<file path="config.mk">
export PLATFORM = sky130hd
export DESIGN_NAME = llra_ctrl
export DESIGN_NICKNAME = d
export VERILOG_FILES = /design/src/rtl/core/llra_pkg.sv /design/src/rtl/core/llra_ctrl.sv
export SDC_FILE = /design/constraint.sdc
export NUM_CORES = 1
export LEC_CHECK = 0
export BUFFER_PORTS_ARGS = -buffer_cell sky130_fd_sc_hd__buf_2
export CAP_MARGIN = 20
export CORE_UTILIZATION = 53
export CTS_CLUSTER_DIAMETER = 50
export CTS_CLUSTER_SIZE = 12
export DETAILED_ROUTE_END_ITERATION = 12
export PLACE_DENSITY = 0.78
export SLEW_MARGIN = 15
export SYNTH_ARGS = -nofsm -noshare
export SYNTH_HDL_FRONTEND = slang
export SYNTH_SLANG_ARGS = --single-unit
</file>
<file path="constraint.sdc">
create_clock -name aclk -period 2.1 [get_ports aclk]
set_input_delay 0.42 -clock aclk [delete_from_list [all_inputs] [get_ports aclk]]
set_output_delay 0.42 -clock aclk [all_outputs]
set_load 0.05 [all_outputs]
</file>
<file path="src/rtl/core/llra_pkg.sv">
// Shared package of the loop length rational approximation unit.
// Holds constants, datapath command codes, controller states and the
// command/status structs. Depends on nothing.
`default_nettype none
package llra_pkg;

    localparam int TERMS_DEFAULT = 8;
    localparam int CFG_ADDR_W    = 3;
    localparam int DIVD_W        = 65;
    localparam int DIVS_W        = 33;

    localparam logic [15:0] MAX_LEN_RESET = 16'd8000;
    localparam logic        REG_MAX_LOOP  = 1'b0;

    localparam logic [63:0] RATIO_MAX     = 64'h7FFF_FFFF_0000_0000;
    localparam logic [63:0] BIG_X         = 64'h000F_4240_0000_0000;
    localparam logic [63:0] NEAR_ZERO_RAW = 64'd4295;
    localparam logic signed [32:0] SAT_POS = 33'sh0_8000_0000;
    localparam logic signed [32:0] SAT_NEG = -33'sh0_8000_0000;

    typedef enum logic [4:0] {
        OP_NONE,
        OP_LOAD,
        OP_TRIVIAL,
        OP_DIV_RATIO,
        OP_SET_X,
        OP_TERM,
        OP_MUL_REC,
        OP_ACC_REC,
        OP_NORM,
        OP_MUL_A,
        OP_MUL_B,
        OP_DIFF,
        OP_CONV,
        OP_SET_BIG,
        OP_DIV_RECIP,
        OP_SET_RECIP,
        OP_MUL_MF,
        OP_DIV_C,
        OP_SET_C,
        OP_DIV_L,
        OP_SET_L,
        OP_MUL_FL,
        OP_FLAG,
        OP_PUSH
    } dp_op_t;

    typedef enum logic [4:0] {
        S_IDLE,
        S_CHECK_IN,
        S_DIV_RATIO,
        S_TERM,
        S_REC,
        S_ACC,
        S_SPLIT,
        S_MUL_B,
        S_DIFF,
        S_DECIDE,
        S_DIV_RECIP,
        S_DIV_C,
        S_WAIT_C,
        S_DIV_L,
        S_WAIT_L,
        S_MUL_FL,
        S_FLAG,
        S_OUT
    } ctrl_state_t;

    typedef struct packed {
        dp_op_t op;
    } dp_cmd_t;

    typedef struct packed {
        logic zero_in;
        logic div_busy;
        logic j_zero;
        logic num_le_m;
        logic close;
        logic last_term;
        logic near_zero;
        logic out_free;
    } dp_status_t;

endpackage
`default_nettype wire

</file>
<file path="src/rtl/core/llra_ctrl.sv">
// Controller state machine: sequences the datapath one command a cycle when
// not waiting on divider or output. Uses llra_pkg for states, commands, status.
`default_nettype none
module llra_ctrl (
    input  wire logic                 aclk,
    input  wire logic                 aresetn,
    input  wire logic                 s_valid,
    output logic                      s_ready,
    output llra_pkg::dp_cmd_t         cmd,
    input  wire llra_pkg::dp_status_t status
);
    import llra_pkg::*;

    ctrl_state_t state_reg;
    ctrl_state_t state_next;

    always_ff @(posedge aclk) begin
        if (!aresetn) begin
            state_reg <= S_IDLE;
        end else begin
            state_reg <= state_next;
        end
    end

    always_comb begin
        state_next = state_reg;
        cmd.op     = OP_NONE;
        s_ready    = 1'b0;
        unique case (state_reg)
            S_IDLE: begin
                s_ready = 1'b1;
                if (s_valid) begin
                    cmd.op     = OP_LOAD;
                    state_next = S_CHECK_IN;
                end
            end
            S_CHECK_IN: begin
                if (status.zero_in) begin
                    cmd.op     = OP_TRIVIAL;
                    state_next = S_OUT;
                end else begin
                    cmd.op     = OP_DIV_RATIO;
                    state_next = S_DIV_RATIO;
                end
            end
            S_DIV_RATIO: begin
                if (!status.div_busy) begin
                    cmd.op     = OP_SET_X;
                    state_next = S_TERM;
                end
            end
            S_TERM: begin
                cmd.op     = OP_TERM;
                state_next = S_REC;
            end
            S_REC: begin
                if (status.j_zero) begin
                    cmd.op     = OP_NORM;
                    state_next = S_SPLIT;
                end else begin
                    cmd.op     = OP_MUL_REC;
                    state_next = S_ACC;
                end
            end
            S_ACC: begin
                cmd.op     = OP_ACC_REC;
                state_next = S_REC;
            end
            S_SPLIT: begin
                // length over the limit: take the fallback
                if (!status.num_le_m) begin
                    cmd.op     = OP_MUL_MF;
                    state_next = S_DIV_C;
                end else begin
                    cmd.op     = OP_MUL_A;
                    state_next = S_MUL_B;
                end
            end
            S_MUL_B: begin
                cmd.op     = OP_MUL_B;
                state_next = S_DIFF;
            end
            S_DIFF: begin
                cmd.op     = OP_DIFF;
                state_next = S_DECIDE;
            end
            S_DECIDE: begin
                if (status.close || status.last_term) begin
                    cmd.op     = OP_CONV;
                    state_next = S_OUT;
                end else if (status.near_zero) begin
                    cmd.op     = OP_SET_BIG;
                    state_next = S_TERM;
                end else begin
                    cmd.op     = OP_DIV_RECIP;
                    state_next = S_DIV_RECIP;
                end
            end
            S_DIV_RECIP: begin
                if (!status.div_busy) begin
                    cmd.op     = OP_SET_RECIP;
                    state_next = S_TERM;
                end
            end
            S_DIV_C: begin
                cmd.op     = OP_DIV_C;
                state_next = S_WAIT_C;
            end
            S_WAIT_C: begin
                if (!status.div_busy) begin
                    cmd.op     = OP_SET_C;
                    state_next = S_DIV_L;
                end
            end
            S_DIV_L: begin
                cmd.op     = OP_DIV_L;
                state_next = S_WAIT_L;
            end
            S_WAIT_L: begin
                if (!status.div_busy) begin
                    cmd.op     = OP_SET_L;
                    state_next = S_MUL_FL;
                end
            end
            S_MUL_FL: begin
                cmd.op     = OP_MUL_FL;
                state_next = S_FLAG;
            end
            S_FLAG: begin
                cmd.op     = OP_FLAG;
                state_next = S_OUT;
            end
            S_OUT: begin
                // hold until the output register is free
                if (status.out_free) begin
                    cmd.op     = OP_PUSH;
                    state_next = S_IDLE;
                end
            end
            default: begin
                state_next = S_IDLE;
            end
        endcase
    end

endmodule
`default_nettype wire

</file>
==> run_results.csv <==
group,metric,value,unit
worst_setup_path,critical_path_arrival,1.65,ns
cts,cts_buffers,3,
layout,multiInputGateArea,649,µm²
layout,register_area,111,µm²
route,drtIter0Drc,57,
job,maxCapViolCount,0,
min_path,hold_end,"state_reg[0]",
worst_setup_path,worst_r2r_path_depth,6,
worst_setup_path,crit_chain,"buf_4 > nor2_1 > a311oi_1 > nand2b_1 > buf_6",
sta,post-route-period-util,0.988,
pwr,power_leakage,0.480,nW
synthesis,synth_nets,128,
synthesis,syn_inst,117,
place,dp.final_hpwl,1.92,mm
cts,cts_tree,"done",
cts,holdBufCountCts,0,
sta,setup_violations,0,
worst_setup_path,ff2ff_setup_slack,0.20,ns
worst_setup_path,max_stage_delay,0.46,ns
status,status,"finished clean",
worst_setup_path,critPathTopFamily,"flip-flops",
sta,hold_viol_final,0,
die,initial_utilization,0.582,
pwr,switching_power,0.699,mW
synthesis,yosys_most_used_dff,"dfxtp_1",
min_path,hold_path_depth,2,
grt,grt_pass1_wl,3.82,mm
sta,worst_pin_slew,0.377,ns
worst_setup_path,r2r-start,"state_reg[2]",
synthesis,yosysTopAreaCell,"dfxtp_1",
route,dr.pass1.iters,4,
min_path,hp-class,"in2reg",
die,die_x,40.0,µm
grt,grt_pass1_vias,866,
pwr,powerDensity,1200,nW/µm²
cts,clock_sinks,5,
route,antenna_left,0,
layout,largest_reg_flops,5,
synthesis,syn_area,767,µm²
cts,cts-root-buf,"clkbuf_4",
worst_setup_path,critPathMaxFanout,8,
sta,clock.fmax,0.482,GHz
pwr,peakVddDrop,0.000871,V
pwr,power,1.31,mW
synthesis,yosysSeqAreaShare,0.131,
grt,grt-ovfl-total,0,
synthesis,synth_edf_count,0,
synthesis,yosys_register_bits,5,
synthesis,synth.avg_cell_area,6.56,µm²
sta,clock-skew-final,0.00159,ns
worst_setup_path,crit_path_end_kind,"output port",
route,wl_per_cell,18.1,µm
min_path,min_from,"aresetn",
layout,num-nets-final,158,
sta,slew_viol_final,0,
place,port_buffers,16,
die,ioPinCount,17,
worst_setup_path,crit_type,"reg2out",
die,core_region_area,1320,µm²
pwr,internal_power,0.613,mW
die,rows,13,
cts,clk_pin_slew,0.05,ns
sta,worst_hold_slack,0.466,ns
grt,grt_max_degree,18,
pwr,combPwrFrac,0.778,
layout,fillers,92,
pwr,seq_power_share,0.133,
synthesis,synth.distinct_cells,40,
synthesis,synth_top_area_frac,0.131,
place,pre_cts_ws,0.0888,ns
worst_setup_path,timing.rr.end,"state_reg[3]",
route,viasPerCell,6.91,
synthesis,ys_warn_count,0,
die,fp.dieH,40.0,µm
worst_setup_path,slowest_stage,"dfxtp_2",
grt,antenna_found_initial,0,
route,drc,0,
worst_setup_path,worstPathRequired,1.68,ns
synthesis,async_flop_share,0,
sta,slew_headroom,0.745,
route,totalWireLength,2.92,mm
worst_setup_path,startpoint_type,"flip-flop",
route,via_count,1112,
sta,min_period,2.07,ns
place,gp_congestion,0.950,
layout,diodes,0,
layout,drive_gt1_frac,0.425,
cts,h-tree-depth,1,
cts,worstSkewPairLatency,0.25,ns
pwr,p_sw_frac,0.533,
die,die_area,1600,µm²
grt,grt_use_total,0.345,
synthesis,synth_area_leaders,"dfxtp_1 (13%), nand2_1 (6.4%), nor2_1 (6.4%)",
cts,cts.path.max_buffers,2,
sta,rsz0062_at_grt,"yes",
worst_setup_path,crit_buf_inv,2,
sta,finalWorstSetupSlack,0.0250,ns
layout,area_growth,42.3,%
pwr,clkPwrFrac,0.089,
synthesis,synth_commonest_cells,"nand2_1 (13), nor2_1 (13), buf_2 (9)",
-- worst register-to-register path: cells and delay by family, from the launching register on --
family	cells	cell delay [ns]
AOI/OAI and AO/OA	3	0.76
DFF	1	0.41
muxes	1	0.34
buffers and inverters	1	0.20
and+or+nand+nor	1	0.12
-- per-layer routing --
| metal | GRT usage | share of wire | up-vias | wire, µm |
|---|---|---|---|---|
| met5 | 0 | 0 | - | 0 |
| li1 | - | - | 502 | - |
| met4 | 0.0862 | 0.049 | 0 | 144 |
| met1 | 0.462 | 0.40 | 505 | 1160 |
| met3 | 0.0667 | 0.096 | 21 | 281 |
| met2 | 0.556 | 0.46 | 84 | 1330 |
-- power by group through the flow --
stage	registers (mW)	clock network, mW	logic, mW
4_1_cts	0.159	0.120	0.920
3_3_place_gp	0.155	0	0.870
6_report	0.175	0.117	1.02
3_5_place_dp	0.157	0	0.876
2_1_floorplan	0.128	0	0.656
5_1_grt	0.175	0.130	1.07
-- cell usage in the layout, fill, tap and decap left out, types with 3 or more instances in the layout --
cell type,instances
dfxtp_2,3
nor2_2,3
nor2_1,10
o21ai_0,6
buf_2,11
clkbuf_4,4
buf_4,17
buf_6,5
inv_1,4
nor3_2,3
nand2b_1,5
a21oi_1,6
o211ai_1,3
nand3_1,6
nand2_1,13
-- cells by family (layout without fill, tap and decap cells) --
logic type,count (synthesis),in the layout,share of synthesized area
AOI/OAI and AO/OA,36,36,0.331
DFF,5,5,0.131
muxes,2,2,0.0277
xor gates and xnor gates,1,1,0.0114
and+or+nand+nor,58,58,0.401
buffers and inverters,15,44,0.0979
-- stage by stage --
stage	util	TNS [ns]	area, µm²	cells
2_1_floorplan	-	-0.0460	773	117
3_3_place_gp	0.731	0	963	156
3_5_place_dp	0.731	0	963	156
6_report	0.828	0	1090	161
5_1_grt	0.828	-0.0839	1090	161
4_1_cts	0.773	0	1020	160
-- final cells by class --
type                    instances  area share
well taps                      15      0.0172
repair buffers                 35       0.244
inverters                       5      0.0172
clock buffers                   4      0.0241
multi-input cells              97       0.595
flip-flops and latches          5       0.102
-- timing repair --
action	in CTS	in global routing
hold endpoints to repair	0	0
setup buffers	0	1
setup endpoints to repair	6	6
pin swaps	0	2
gates resized for setup	12	18
-- worst max-delay path by stage --
stage,endpoint,slack (ns),cells past startpoint,from
6_report,cmd[3],0.03,5,state_reg[4]
5_1_grt,cmd[2],-0.05,6,state_reg[1]
4_1_cts,cmd[0],0.007,5,state_reg[2]
3_5_place_dp,cmd[1],0.09,6,state_reg[3]
3_3_place_gp,cmd[1],0.08,6,state_reg[3]
2_1_floorplan,cmd[4],-0.05,6,state_reg[1]
(Power assumes the default switching activity.)
